[src/rtl/ukt_pkg.sv]
// Package for the UTF-8 kinsoku tokenizer: token kinds, result and item types,
// the forbidden-at-line-start code point table and the character helpers.
// No dependencies.
package ukt_pkg;

  localparam int unsigned OFFSET_BITS_DEFAULT = 16;
  localparam int unsigned OFS_W               = 16;
  localparam int unsigned RES_FIFO_DEPTH      = 4;
  localparam int unsigned FORBID_N            = 81;

  localparam logic [1:0] KIND_SPACE = 2'd0;
  localparam logic [1:0] KIND_WORD  = 2'd1;
  localparam logic [1:0] KIND_OTHER = 2'd2;

  localparam logic [7:0] CHAR_SPACE = 8'h20;
  localparam logic [7:0] CHAR_APOS  = 8'h27;

  typedef struct packed {
    logic       eos;
    logic [7:0] data;
  } ukt_item_t;

  typedef struct packed {
    logic             err;
    logic             done;
    logic [1:0]       kind;
    logic [OFS_W-1:0] tok_end;
    logic [OFS_W-1:0] tok_start;
  } ukt_result_t;

  localparam logic [15:0] FORBID_TAB [FORBID_N] = '{
    16'h002C, 16'h0029, 16'h005D, 16'hFF5D, 16'h3001, 16'h3015, 16'h3009, 16'h300B,
    16'h300D, 16'h300F, 16'h3011, 16'h3019, 16'h3017, 16'h301F, 16'h2019, 16'h201D,
    16'hFF60, 16'h00BB, 16'h309D, 16'h309E, 16'h30FC, 16'h30A1, 16'h30A3, 16'h30A5,
    16'h30A7, 16'h30A9, 16'h30C3, 16'h30E3, 16'h30E5, 16'h30E7, 16'h30EE, 16'h30F5,
    16'h30F6, 16'h3041, 16'h3043, 16'h3045, 16'h3047, 16'h3049, 16'h3063, 16'h3083,
    16'h3085, 16'h3087, 16'h308E, 16'h3095, 16'h3096, 16'h31F0, 16'h31F1, 16'h31F2,
    16'h31F3, 16'h31F4, 16'h31F5, 16'h31F6, 16'h31F7, 16'h31F8, 16'h31F9, 16'h31FA,
    16'h31FB, 16'h31FC, 16'h31FD, 16'h31FE, 16'h31FF, 16'h309A, 16'h3005, 16'h303B,
    16'h2010, 16'h30A0, 16'h2013, 16'h301C, 16'hFF5E, 16'h003F, 16'h0021, 16'h203C,
    16'h2047, 16'h2048, 16'h2049, 16'h30FB, 16'h003A, 16'h003B, 16'h002F, 16'h3002,
    16'h002E
  };

  function automatic logic [2:0] lead_length(input logic [7:0] b);
    logic [2:0] len;
    if (!b[7])                  len = 3'd1;
    else if (b[7:1] == 7'h7E)   len = 3'd6;
    else if (b[7:2] == 6'h3E)   len = 3'd5;
    else if (b[7:3] == 5'h1E)   len = 3'd4;
    else if (b[7:4] == 4'hE)    len = 3'd3;
    else if (b[7:5] == 3'h6)    len = 3'd2;
    else                        len = 3'd0;
    return len;
  endfunction

  function automatic logic is_word_byte(input logic [7:0] b);
    return (b >= 8'h30 && b <= 8'h39) || (b >= 8'h41 && b <= 8'h5A) ||
           (b >= 8'h61 && b <= 8'h7A) || (b == CHAR_APOS);
  endfunction

  function automatic logic forbidden_at_start(input logic [2:0] len, input logic [23:0] cb);
    logic [15:0] cp;
    logic        ok;
    logic        hit;
    cp  = '0;
    ok  = 1'b0;
    hit = 1'b0;
    case (len)
      3'd1: begin
        cp = {8'h00, cb[7:0]};
        ok = !cb[7];
      end
      3'd2: begin
        cp = {5'b0, cb[12:8], cb[5:0]};
        ok = (cb[7:6] == 2'b10) && (cp >= 16'h0080);
      end
      3'd3: begin
        cp = {cb[19:16], cb[13:8], cb[5:0]};
        ok = (cb[15:14] == 2'b10) && (cb[7:6] == 2'b10) && (cp >= 16'h0800);
      end
      default: ok = 1'b0;
    endcase
    for (int i = 0; i < FORBID_N; i++) begin
      if (FORBID_TAB[i] == cp) hit = 1'b1;
    end
    return ok && hit;
  endfunction

endpackage

[src/rtl/ukt_in_stage.sv]
// Input register of the tokenizer: holds one byte transaction until the
// tokenizer takes it. Depends on ukt_pkg.
module ukt_in_stage (
  input  logic              clk_i,
  input  logic              rst_ni,
  input  logic              valid_i,
  output logic              ready_o,
  input  ukt_pkg::ukt_item_t item_i,
  output logic              valid_o,
  output ukt_pkg::ukt_item_t item_o,
  input  logic              take_i
);
  import ukt_pkg::*;

  logic      valid_q;
  ukt_item_t item_q;

  assign ready_o = !valid_q || take_i;
  assign valid_o = valid_q;
  assign item_o  = item_q;

  always_ff @(posedge clk_i or negedge rst_ni) begin
    if (!rst_ni) begin
      valid_q <= 1'b0;
    end else if (ready_o) begin
      valid_q <= valid_i;
    end
  end

  always_ff @(posedge clk_i) begin
    if (ready_o && valid_i) begin
      item_q <= item_i;
    end
  end

endmodule

[src/rtl/ukt_step.sv]
// Tokenizer state and per-byte step: character assembly, token runs, kinsoku
// extension and fault handling; emits up to two results per byte. Depends on ukt_pkg.
module ukt_step #(
  parameter int unsigned OFFSET_BITS = ukt_pkg::OFFSET_BITS_DEFAULT
) (
  input  logic                 clk_i,
  input  logic                 rst_ni,
  input  logic                 valid_i,
  input  ukt_pkg::ukt_item_t   item_i,
  input  logic                 space_ok_i,
  output logic                 take_o,
  output logic [1:0]           push_cnt_o,
  output ukt_pkg::ukt_result_t res0_o,
  output ukt_pkg::ukt_result_t res1_o
);
  import ukt_pkg::*;

  typedef enum logic [1:0] {
    PH_IDLE = 2'd0,
    PH_RUN  = 2'd1,
    PH_TAIL = 2'd2
  } phase_e;

  localparam logic [OFFSET_BITS-1:0] POS_LIMIT = {OFFSET_BITS{1'b1}};

  phase_e                 phase_q, phase_d;
  logic [OFFSET_BITS-1:0] pos_q, pos_d;
  logic [OFFSET_BITS-1:0] start_q, start_d;
  logic [1:0]             kind_q, kind_d;
  logic [23:0]            cb_q, cb_d;
  logic [2:0]             cl_q, cl_d;
  logic [2:0]             rem_q, rem_d;
  logic                   disc_q, disc_d;

  logic                   take;
  logic                   clear_str;
  logic                   fault;
  logic [23:0]            cb;
  logic [2:0]             cl;
  logic [2:0]             rem;
  logic [2:0]             len;
  logic [OFFSET_BITS-1:0] pos_n;
  logic [OFFSET_BITS-1:0] cs;
  logic [7:0]             lb;
  logic                   open;
  phase_e                 ph;
  logic [OFFSET_BITS-1:0] st;
  logic [1:0]             kd;
  logic [1:0]             cnt;
  ukt_result_t            res0, res1, fin;

  function automatic logic [OFS_W-1:0] to_ofs(input logic [OFFSET_BITS-1:0] v);
    logic [OFFSET_BITS+OFS_W-1:0] ext;
    ext = {{OFS_W{1'b0}}, v};
    return ext[OFS_W-1:0];
  endfunction

  function automatic ukt_result_t mk_res(input logic [OFFSET_BITS-1:0] s,
                                         input logic [OFFSET_BITS-1:0] e,
                                         input logic [1:0] k, input logic d,
                                         input logic er);
    ukt_result_t r;
    r.err       = er;
    r.done      = d;
    r.kind      = k;
    r.tok_end   = to_ofs(e);
    r.tok_start = to_ofs(s);
    return r;
  endfunction

  assign take       = valid_i && space_ok_i;
  assign take_o     = take;
  assign push_cnt_o = cnt;
  assign res0_o     = res0;
  assign res1_o     = res1;

  always_comb begin
    phase_d   = phase_q;
    pos_d     = pos_q;
    start_d   = start_q;
    kind_d    = kind_q;
    cb_d      = cb_q;
    cl_d      = cl_q;
    rem_d     = rem_q;
    disc_d    = disc_q;
    clear_str = 1'b0;
    fault     = 1'b0;
    cb        = cb_q;
    cl        = cl_q;
    rem       = rem_q;
    len       = lead_length(item_i.data);
    pos_n     = pos_q + {{(OFFSET_BITS-1){1'b0}}, 1'b1};
    cs        = '0;
    lb        = '0;
    open      = 1'b0;
    ph        = phase_q;
    st        = start_q;
    kd        = kind_q;
    cnt       = 2'd0;
    res0      = '0;
    res1      = '0;
    fin       = '0;
    if (take) begin
      if (disc_q) begin
        if (item_i.data == 8'h00 || item_i.eos) begin
          disc_d    = 1'b0;
          clear_str = 1'b1;
        end
      end else if (rem_q == 3'd0 && item_i.data == 8'h00) begin
        if (phase_q != PH_IDLE) begin
          res0 = mk_res(start_q, pos_q, kind_q, 1'b1, 1'b0);
          cnt  = 2'd1;
        end
        clear_str = 1'b1;
      end else begin
        if (pos_q == POS_LIMIT) begin
          fault = 1'b1;
        end else if (rem_q == 3'd0) begin
          if (len == 3'd0) begin
            fault = 1'b1;
          end else begin
            cb  = {16'h0000, item_i.data};
            cl  = len;
            rem = len - 3'd1;
          end
        end else begin
          if ((cl_q - rem_q) < 3'd3) cb = {cb_q[15:0], item_i.data};
          rem = rem_q - 3'd1;
        end
        if (!fault && rem != 3'd0 && item_i.eos) fault = 1'b1;
        if (fault) begin
          res0      = mk_res(pos_q, pos_q, KIND_SPACE, 1'b1, 1'b1);
          cnt       = 2'd1;
          clear_str = 1'b1;
          disc_d    = !item_i.eos;
        end else begin
          pos_d = pos_n;
          cb_d  = cb;
          cl_d  = cl;
          rem_d = rem;
          if (rem == 3'd0) begin
            cs = pos_n - {{(OFFSET_BITS-3){1'b0}}, cl};
            lb = cb[7:0];
            if (phase_q == PH_IDLE) begin
              open = 1'b1;
            end else if (phase_q == PH_RUN && cl == 3'd1 &&
                         ((kind_q == KIND_SPACE && lb == CHAR_SPACE) ||
                          (kind_q == KIND_WORD && is_word_byte(lb)))) begin
              ph = phase_q;
            end else if (forbidden_at_start(cl, cb)) begin
              ph = PH_TAIL;
            end else begin
              res0 = mk_res(start_q, cs, kind_q, 1'b0, 1'b0);
              cnt  = 2'd1;
              open = 1'b1;
            end
            if (open) begin
              st = cs;
              if (cl == 3'd1 && lb == CHAR_SPACE) begin
                kd = KIND_SPACE;
                ph = PH_RUN;
              end else if (cl == 3'd1 && is_word_byte(lb)) begin
                kd = KIND_WORD;
                ph = PH_RUN;
              end else begin
                kd = KIND_OTHER;
                ph = PH_TAIL;
              end
            end
            phase_d = ph;
            start_d = st;
            kind_d  = kd;
            if (item_i.eos) begin
              fin = mk_res(st, pos_n, kd, 1'b1, 1'b0);
              if (cnt == 2'd0) res0 = fin;
              else             res1 = fin;
              cnt       = cnt + 2'd1;
              clear_str = 1'b1;
            end
          end
        end
      end
      if (clear_str) begin
        phase_d = PH_IDLE;
        pos_d   = '0;
        start_d = '0;
        kind_d  = KIND_SPACE;
        cb_d    = '0;
        cl_d    = '0;
        rem_d   = '0;
      end
    end
  end

  always_ff @(posedge clk_i or negedge rst_ni) begin
    if (!rst_ni) begin
      phase_q <= PH_IDLE;
      pos_q   <= '0;
      start_q <= '0;
      kind_q  <= KIND_SPACE;
      cb_q    <= '0;
      cl_q    <= '0;
      rem_q   <= '0;
      disc_q  <= 1'b0;
    end else begin
      phase_q <= phase_d;
      pos_q   <= pos_d;
      start_q <= start_d;
      kind_q  <= kind_d;
      cb_q    <= cb_d;
      cl_q    <= cl_d;
      rem_q   <= rem_d;
      disc_q  <= disc_d;
    end
  end

  a_err_single: assert property (@(posedge clk_i) disable iff (!rst_ni)
    (cnt != 2'd0 && res0.err) |-> (cnt == 2'd1 && res0.done))
    else $error("error result not alone or not final");

  a_discard_silent: assert property (@(posedge clk_i) disable iff (!rst_ni)
    (take && disc_q) |-> (cnt == 2'd0))
    else $error("result produced while dropping a string");

  a_pair_order: assert property (@(posedge clk_i) disable iff (!rst_ni)
    (cnt == 2'd2) |-> (!res0.done && res1.done && !res1.err))
    else $error("bad result pair");

  a_fault_drop: assert property (@(posedge clk_i) disable iff (!rst_ni)
    (cnt != 2'd0 && res0.err && !item_i.eos) |=> disc_q)
    else $error("fault without drop of the string tail");

endmodule

[src/rtl/ukt_result_fifo.sv]
// Result queue of the tokenizer: takes up to two results per cycle and
// delivers one per cycle while ready_i is high. Depends on ukt_pkg.
module ukt_result_fifo (
  input  logic                 clk_i,
  input  logic                 rst_ni,
  input  logic [1:0]           push_cnt_i,
  input  ukt_pkg::ukt_result_t res0_i,
  input  ukt_pkg::ukt_result_t res1_i,
  output logic                 space_ok_o,
  output logic                 valid_o,
  input  logic                 ready_i,
  output ukt_pkg::ukt_result_t res_o
);
  import ukt_pkg::*;

  localparam int unsigned PTR_W = $clog2(RES_FIFO_DEPTH);
  localparam int unsigned CNT_W = $clog2(RES_FIFO_DEPTH + 1);

  ukt_result_t      mem_q [RES_FIFO_DEPTH];
  logic [PTR_W-1:0] wr_q, wr_d;
  logic [PTR_W-1:0] rd_q, rd_d;
  logic [CNT_W-1:0] cnt_q, cnt_d;
  logic [PTR_W-1:0] wr_nx;
  logic             pop;

  assign valid_o    = cnt_q != '0;
  assign pop        = valid_o && ready_i;
  assign res_o      = mem_q[rd_q];
  assign space_ok_o = cnt_q <= CNT_W'(RES_FIFO_DEPTH - 2);
  assign wr_nx      = wr_q + PTR_W'(1);
  assign wr_d       = wr_q + PTR_W'(push_cnt_i);
  assign rd_d       = rd_q + PTR_W'(pop);
  assign cnt_d      = cnt_q + CNT_W'(push_cnt_i) - CNT_W'(pop);

  always_ff @(posedge clk_i or negedge rst_ni) begin
    if (!rst_ni) begin
      wr_q  <= '0;
      rd_q  <= '0;
      cnt_q <= '0;
    end else begin
      wr_q  <= wr_d;
      rd_q  <= rd_d;
      cnt_q <= cnt_d;
    end
  end

  always_ff @(posedge clk_i) begin
    if (push_cnt_i != 2'd0) mem_q[wr_q] <= res0_i;
    if (push_cnt_i == 2'd2) mem_q[wr_nx] <= res1_i;
  end

endmodule

[src/rtl/utf8_kinsoku_tokenizer.sv]
// Top level of the UTF-8 kinsoku tokenizer: input register, tokenizer step and
// result queue. Depends on ukt_pkg, ukt_in_stage, ukt_step, ukt_result_fifo.
//
//  channel  | direction | tdata                  | tlast         | tuser
//  s_axis   | in        | data_byte              | end_of_string | -
//  m_axis   | out       | token_start, token_end | string_done   | token_kind, error_flag
//
// One byte transaction per cycle is taken while the result queue has room; each
// byte is processed combinationally between the input register and the result queue.
// A byte yields zero, one or two results; the queue drains one result per cycle
// while m_axis_tready is high, so two results from one byte leave as two transfers.
// s_axis_tready drops while a byte waits in the input register and the result
// queue has fewer than two free entries.
// Reset clears the control state at once; no clearing pass.
module utf8_kinsoku_tokenizer #(
  parameter int unsigned OFFSET_BITS = ukt_pkg::OFFSET_BITS_DEFAULT
) (
  input  logic        clk_i,
  input  logic        rst_ni,
  input  logic        s_axis_tvalid,
  output logic        s_axis_tready,
  input  logic [7:0]  s_axis_tdata,   // [7:0] data_byte
  input  logic        s_axis_tlast,   // end_of_string
  output logic        m_axis_tvalid,
  input  logic        m_axis_tready,
  output logic [31:0] m_axis_tdata,   // [15:0] token_start, [31:16] token_end
  output logic        m_axis_tlast,   // string_done
  output logic [2:0]  m_axis_tuser    // [1:0] token_kind, [2] error_flag
);
  import ukt_pkg::*;

  ukt_item_t   in_item;
  ukt_item_t   reg_item;
  logic        reg_valid;
  logic        take;
  logic        space_ok;
  logic [1:0]  push_cnt;
  ukt_result_t res0, res1, res_out;

  assign in_item.data = s_axis_tdata;
  assign in_item.eos  = s_axis_tlast;

  ukt_in_stage u_in (
    .clk_i   (clk_i),
    .rst_ni  (rst_ni),
    .valid_i (s_axis_tvalid),
    .ready_o (s_axis_tready),
    .item_i  (in_item),
    .valid_o (reg_valid),
    .item_o  (reg_item),
    .take_i  (take)
  );

  ukt_step #(
    .OFFSET_BITS (OFFSET_BITS)
  ) u_step (
    .clk_i      (clk_i),
    .rst_ni     (rst_ni),
    .valid_i    (reg_valid),
    .item_i     (reg_item),
    .space_ok_i (space_ok),
    .take_o     (take),
    .push_cnt_o (push_cnt),
    .res0_o     (res0),
    .res1_o     (res1)
  );

  ukt_result_fifo u_fifo (
    .clk_i      (clk_i),
    .rst_ni     (rst_ni),
    .push_cnt_i (push_cnt),
    .res0_i     (res0),
    .res1_i     (res1),
    .space_ok_o (space_ok),
    .valid_o    (m_axis_tvalid),
    .ready_i    (m_axis_tready),
    .res_o      (res_out)
  );

  assign m_axis_tdata = {res_out.tok_end, res_out.tok_start};
  assign m_axis_tlast = res_out.done;
  assign m_axis_tuser = {res_out.err, res_out.kind};

endmodule

[config.mk]
export PLATFORM = sky130hd
export DESIGN_NAME = utf8_kinsoku_tokenizer
export DESIGN_NICKNAME = d
export VERILOG_FILES = /design/src/rtl/ukt_pkg.sv /design/src/rtl/ukt_in_stage.sv /design/src/rtl/ukt_step.sv /design/src/rtl/ukt_result_fifo.sv /design/src/rtl/utf8_kinsoku_tokenizer.sv
export SDC_FILE = /design/constraint.sdc
export NUM_CORES = 1
export LEC_CHECK = 0
export ABC_AREA = 0
export BUFFER_PORTS_ARGS = -buffer_cell sky130_fd_sc_hd__buf_2
export CAP_MARGIN = 30
export CELL_PAD_IN_SITES_DETAIL_PLACEMENT = 0
export CELL_PAD_IN_SITES_GLOBAL_PLACEMENT = 1
export CORE_ASPECT_RATIO = 0.6
export CORE_MARGIN = 2
export CORE_UTILIZATION = 45
export DETAILED_ROUTE_END_ITERATION = 6
export PLACE_DENSITY = 0.74
export RECOVER_POWER = 100
export SLEW_MARGIN = 20
export SYNTH_ARGS = -nofsm -noshare
export SYNTH_HDL_FRONTEND = slang
export SYNTH_SLANG_ARGS = --single-unit
[constraint.sdc]
create_clock -name clk_i -period 5.8 [get_ports clk_i]
set_input_delay 1.16 -clock clk_i [delete_from_list [all_inputs] [get_ports clk_i]]
set_output_delay 1.16 -clock clk_i [all_outputs]
set_load 0.03 [all_outputs]
Yosys cells after proc, flatten, opt, wreduce, memory -nomap -nowiden
Memory sizes are Yosys's and may differ from the RTL's. Index checks and enable logic that the tools add are counted.

Input port bits: 13. Logic and storage cells: 418. Memories kept: 1. Register bits after elaboration: 80. Bits in writable memories: 144. Output and inout bits: 38.

Memory list: u_fifo.mem_q (depth 4, width 36, rd ports 1, clocked after Yosys merged registers in 0, wr ports 2, RTL line ukt_result_fifo.sv:19) `ukt_result_t mem_q [RES_FIFO_DEPTH];`.

Muxes and demuxes: 235. $add $sub $neg: 11. $lt $le $gt $ge: 10. Equality and inequality tests: 102. Reductions and logical operators: 45.

Operator list (count): $eq A14 B16 Y1 const A (68); $mux W36 (15); $mux W16 (17); $mux W20 (11); $mux W1 (130); $eq A6 B16 Y1 const A (8); $mux W3 (25); $mux W35 (2); $mux W2 (32); $eq A16 B16 Y1 const A (3); $pmux W16 S3 (1); $mux W34 (1); $logic_and A1 B1 Y1 (19); $add A16 B1 Y16 const B (1); $eq A16 B16 Y1 const B (1); $eq A7 B16 Y1 const A (1); $eq A8 B16 Y1 const A (1); $eq A8 B6 Y1 const B (2); $ge A16 B12 Y1 const B (1); $ge A8 B7 Y1 const B (2); $le A8 B7 Y1 const B (2); $sub A16 B3 Y16 (1); $ge A11 B8 Y1 const B (1); $logic_not A3 Y1 (3); 32 further kinds (55).

Longest topological paths before layout
Depth after elaboration: 137. Depth in mapped cells: 27. Depth with buffers taken out: 24.

Cells and area by module
Synthesis repeated with hierarchy kept, for this count alone.

Cells, all modules: 1341. Area total of the unflattened synthesis: 14513.9 um^2.

Modules (own cells, without submodules): ukt_result_fifo (area an instance 7353.3 um^2, sequential area each 4499.3 um^2, instances 1, cells each 388); ukt_step (area an instance 6836.6 um^2, sequential area each 1576.5 um^2, instances 1, cells each 940); ukt_in_stage (area an instance 324.1 um^2, sequential area each 295.3 um^2, instances 1, cells each 13).

Worst setup path after synthesis
OpenSTA, ideal clock, no wires.

Kind: register -> register. From: register u_in.item_q, in the netlist u_in.item_o[2]. To: memory u_fifo.mem_q[3][0] (netlist bit) (enable). Data arrival time: 5.912 ns. Clock period less this slack: 6.410 ns. Slack: -0.610 ns. Required time: 5.302 ns. Buffers on the path: 4. Cell stages (with the launch flop): 27. Library setup time: 0.498 ns. Path through: edfxtp_1 > buf_2 > nand2b_1 > a31oi_1 > inv_1 > ha_1 > ha_1 > or3b_1 > buf_2 > and2_1 > a32oi_2 > o21ai_2 > a22oi_2 > buf_6 > o221ai_2 > a221oi_2 > a41oi_1 > or4_4 > a21oi_4 > ha_1 > nand2_1 > nand2_1 > nand2_1 > nand2_1 > nand3_1 > clkbuf_1 > nand2_1.

RTL lines: from (decl) (RTL line ukt_in_stage.sv:16) `ukt_item_t item_q;`; from (signal assigned) (RTL line ukt_in_stage.sv:32) `item_q <= item_i;`; to (decl) (RTL line ukt_result_fifo.sv:19).

Worst setup path in the final report
From: register u_in.item_q, in the netlist u_in.item_o[2]. To: register u_fifo.cnt_q[2].

Longest elaborated chain between the ends: 127. Elaborated cells on any way between the ends: 276. Those cells by class: add/sub: 4; order compare: 8; eq/ne: 90; mux: 150; reduce/logical: 24.

Ends and longest elaborated chain: $eq A6 B6 Y1 (RTL line ukt_pkg.sv:49) `else if (b[7:2] == 6'h3E) len = 3'd5;`; $mux W3 (RTL line ukt_pkg.sv:49); $mux W3 (RTL line ukt_pkg.sv:48) `else if (b[7:1] == 7'h7E) len = 3'd6;`; $mux W3 (RTL line ukt_pkg.sv:47) `if (!b[7]) len = 3'd1;`; $logic_not A3 Y1 (RTL line ukt_step.sv:119) `if (len == 3'd0) begin`; $mux W3 (RTL line ukt_step.sv:119); $mux W3 (RTL line ukt_step.sv:118) `end else if (rem_q == 3'd0) begin`; $mux W3 (RTL line ukt_step.sv:116) `if (pos_q == POS_LIMIT) begin`; (+112 left out); $mux W2 (RTL line ukt_step.sv:141) `if (rem == 3'd0) begin`; $mux W2 (RTL line ukt_step.sv:131) `if (fault) begin`; $mux W2 * (RTL line ukt_step.sv:109) `end else if (rem_q == 3'd0 && item_i.data == 8'h00) begin`; $mux W2 * (RTL line ukt_step.sv:104) `if (disc_q) begin`; $mux W2 * (RTL line ukt_step.sv:103) `if (take) begin`; $add A3 B2 Y3 * (RTL line ukt_result_fifo.sv:33) `assign cnt_d = cnt_q + CNT_W'(push_cnt_i) - CNT_W'(pop);`; $sub A3 B1 Y3 * (RTL line ukt_result_fifo.sv:33); via u_fifo.cnt_d[2] (RTL line ukt_result_fifo.sv:22) `logic [CNT_W-1:0] cnt_q, cnt_d;`; to (signal assigned) (RTL line ukt_result_fifo.sv:43) `cnt_q <= cnt_d;`; to (decl) (RTL line ukt_result_fifo.sv:22).

The timed path passes the listed nets; every way through them passes the cells marked *. The select of a mux whose other input is x is not followed. A chain may end at the register's enable or synchronous reset.

==> results.toml <==
[routing]
drt_first_iter_violations = 1801
m1WireLength_um = 25300
drc = 0
routedWlPerCell_um = 27.0
dr_wl_met2_um = 20200
routed-wl-met3_um = 8140
drtAntennaViolNets = 0
top_layer = "met5"
viasPerCell = 6.64
via_count = 13400
routed_wl_um = 54300
drt_first_pass_iters = 5

[power_and_ir_drop]
seq_power_share_pct = 25.2
power_frac_comb_pct = 57.1
power_density_mw_per_mm2 = 555
intPower_uw = 4740
p_leak_uw = 0.00616
switchingPower_uw = 4690
p_clk_share_pct = 17.7
peakVddDrop_mv = 0.269
switching_share_pct = 49.7

[critical_path]
reg2reg_from = "u_in.item_o[2]"
crit_path_start_kind = "register"
arrival_ns = 6.09
path_class = "reg -> reg"
critPathRequiredTime_ns = 6.22
cp-startpoint = "u_in.item_o[2]"
cp_max_fo = 7
end_kind = "register"

[run_status]
status = "finished with violations"
violations = "max-capacitance violations, max-slew violations"

[clock_network]
cts.clk_slew.worst_paths_ns = 0.07
cts_tree = "yes"
cts_root_buf = "clkbuf_16"
clk_latency_ns = 0.56
cts_made_buffers = 24
clock-sinks = 224
htree_levels = 1
cts_hold_buf = 0
clockBufferDepth = 3

[timing]
hold_violations = 0
setup_ws_ns = 0.137
worst_slew_pin_slew_ns = 2.40
period_needed_ns = 5.66
slew_violations = 92
relSlewSlack_pct = -60.2
finalCritPeriodShare_pct = 97.6
setup_violations = 0
timing.fmax_ghz = 0.177
skew_ns = 0.0264

[synthesis]
synth_edf_count = 149
synth.distinct_cells = 89
synth_warnings = 0
ys_seq_elements = 224
async_flop_share_pct = 31.7
synth_area_leaders = "edfxtp_1 31%, dfrtp_1 12%, mux4_2 5.6%"
mappedNetlistNets = 1504
ys_seq_area_share_pct = 43.9
yosysTopAreaCell = "edfxtp_1"
synthCells = 1473
synth_top_area_share_pct = 31.0
synth_flop_cell = "edfxtp_1"
synth.avg_cell_area_um2 = 9.79
synth_area_mm2 = 0.0144

[final_layout]
drive_gt1_share_pct = 19.5
final_cells = 2010
syn2layout_area_growth_pct = 17.7
final_net_count = 1610
num_antenna_cells = 0

[placed_design]
place_ws_ns = -0.117
hpwl_um = 39700
portBuffers = 50
gp_congestion = 1.03
dp.cells = 1957

[floorplan]
initial_core_util_pct = 46.0
die_h_um = 143
fp-row-count = 50
pin_count = 51
die_w_um = 235
core_region_area_mm2 = 0.0313
die_area_mm2 = 0.0335

[global_routing]
grt_max_degree = 38
grt_pass1_wl_um = 79800
antenna_found_initial = 0
grt_pass1_vias = 12300
grtUsageTotal_pct = 31.6
grt_overflow = 0

[worst_hold_path]
hold_class = "reg -> reg"
hp-start = "u_fifo.mem_q[1][35]"

[run]
cap_viol_max_count = 3
==> synth_stat cells (22+ instances only) <==
library cell / count
buf_2: 22
o22ai_1: 65
nand3_1: 26
a22o_1: 24
mux4_2: 36
a21oi_1: 75
xor2_1: 25
dfrtp_1: 71
nand2_1: 198
mux2i_1: 28
clkbuf_1: 84
nor2_1: 103
nor3_1: 33
inv_1: 32
o21ai_0: 98
edfxtp_1: 149
o32ai_1: 46
==> cell families (layout without fill, tap and decap cells) <==
logic type,after synthesis,in the layout,synth area share (%)
and+or+nand+nor,489,490,16.1
xor gates and xnor gates,43,43,2.66
adders and majority gates,19,19,1.74
buffers and inverters,146,265,4.11
AOI/OAI and AO/OA,478,479,23.1
DFF,224,224,43.9
muxes,74,74,8.35
==> area by class of cell <==
class | count | area (um2)
fill | 2756 | 14400
multi-input combinational | 1105 | 7730
sequential | 224 | 6330
timing repair buffer | 191 | 1440
clock buffer | 27 | 633
tap | 416 | 520
clock inverter | 14 | 193
inverter | 33 | 126
==> registers in the layout, summed over array words and instances, names as in the netlist <==
register and flops:
u_step.cb_q 20, u_fifo.cnt_q 3, u_fifo.mem_q 144, u_in.item_o 9, u_step.pos_q 16, u_fifo.wr_q 2, u_in.valid_o 1, u_step.kind_q 2
u_step.phase_q 2, u_step.cl_q 3, u_step.rem_q 3, u_step.start_q 16, u_fifo.rd_q 2, u_step.disc_q 1
==> placed cells by master (no fill, tap or decap), drive strengths merged, types with 18 or more instances in the layout <==
master	n
inv	37
a31oi	20
edfxtp	149
mux2i	28
o22ai	66
o21ai	110
and2	18
a21oi	78
buf	146
o31ai	21
nor2	103
xor2	26
dfrtp	71
nor3	35
o32ai	46
nand2	199
clkbuf	72
mux4	36
a22o	24
nand3	27
==> power groups by stage <==
stage	Sequential [uW]	Clock [uW]	Combinational, uW
3_3_place_gp	2390	0	5060
3_5_place_dp	2400	0	5060
5_1_grt	2420	1750	5680
6_report	2380	1670	5380
2_1_floorplan	2140	0	3400
4_1_cts	2370	1680	5100
==> path summary, 6_finish.rpt <==
check | to | slack (ns) | cells after the start
setup reg to reg | u_fifo.cnt_q[2] | 0.14 | 23
hold / removal | u_fifo.mem_q[1][35] | 0.46 | 2
hold reg to reg | u_fifo.mem_q[1][35] | 0.46 | 2
setup / recovery | u_fifo.cnt_q[2] | 0.14 | 23
max in group asynchronous | u_fifo.rd_q[1] | 1.46 | 2
min in group asynchronous | u_step.start_q[14] | 1.33 | 1
==> what timing repair did <==
action                     4_1_cts  5_1_grt
cloned                           0        3
setup buffers                    2        7
setup endpoints to repair      172      286
pin swaps                        1        8
gates resized for setup          4       35
==> through the flow <==
step | setup TNS, ns | hold slack, ns | total power, uW | utilization (%) | instance area (um2)
global placement | -0.726 | 0.442 | 7440 | 50.8 | 15900
floorplan | 0 | 0.433 | 5540 | - | 14500
global route | -0.0817 | 0.483 | 9840 | 54.1 | 17000
finish | 0 | 0.461 | 9430 | 54.1 | 17000
detailed placement | -12.98 | 0.453 | 7460 | 50.9 | 15900
CTS | 0 | 0.461 | 9140 | 53.6 | 16800
==> worst max-delay path, cell delays in order (launching register included) <==
cell and delay, ns:
edfxtp_1 0.38, buf_4 0.15, nand3_1 0.10, nand3_1 0.14, or2_2 0.32, ha_1 0.21, or3b_4 0.46, nor3_1 0.34
a21o_1 0.25, a22o_1 0.29, o32ai_1 0.15, a221oi_2 0.29, a41oi_2 0.21, or4_4 0.58, a21oi_4 0.18, ha_1 0.14
nand2_1 0.06, nand2_2 0.11, nand2_2 0.12, ha_1 0.30, inv_1 0.04, ha_1 0.21, fa_1 0.38, xnor2_1 0.14
==> metal layers <==
| layer | global-route usage, % | up-vias |
|---|---|---|
| met2 | 39.6 | 910 |
| li1 | - | 5881 |
| met5 | 0 | - |
| met3 | 12.1 | 65 |
| met4 | 4.53 | 2 |
| met1 | 50.7 | 6493 |
No activity file was read; power rests on OpenSTA's default activity.
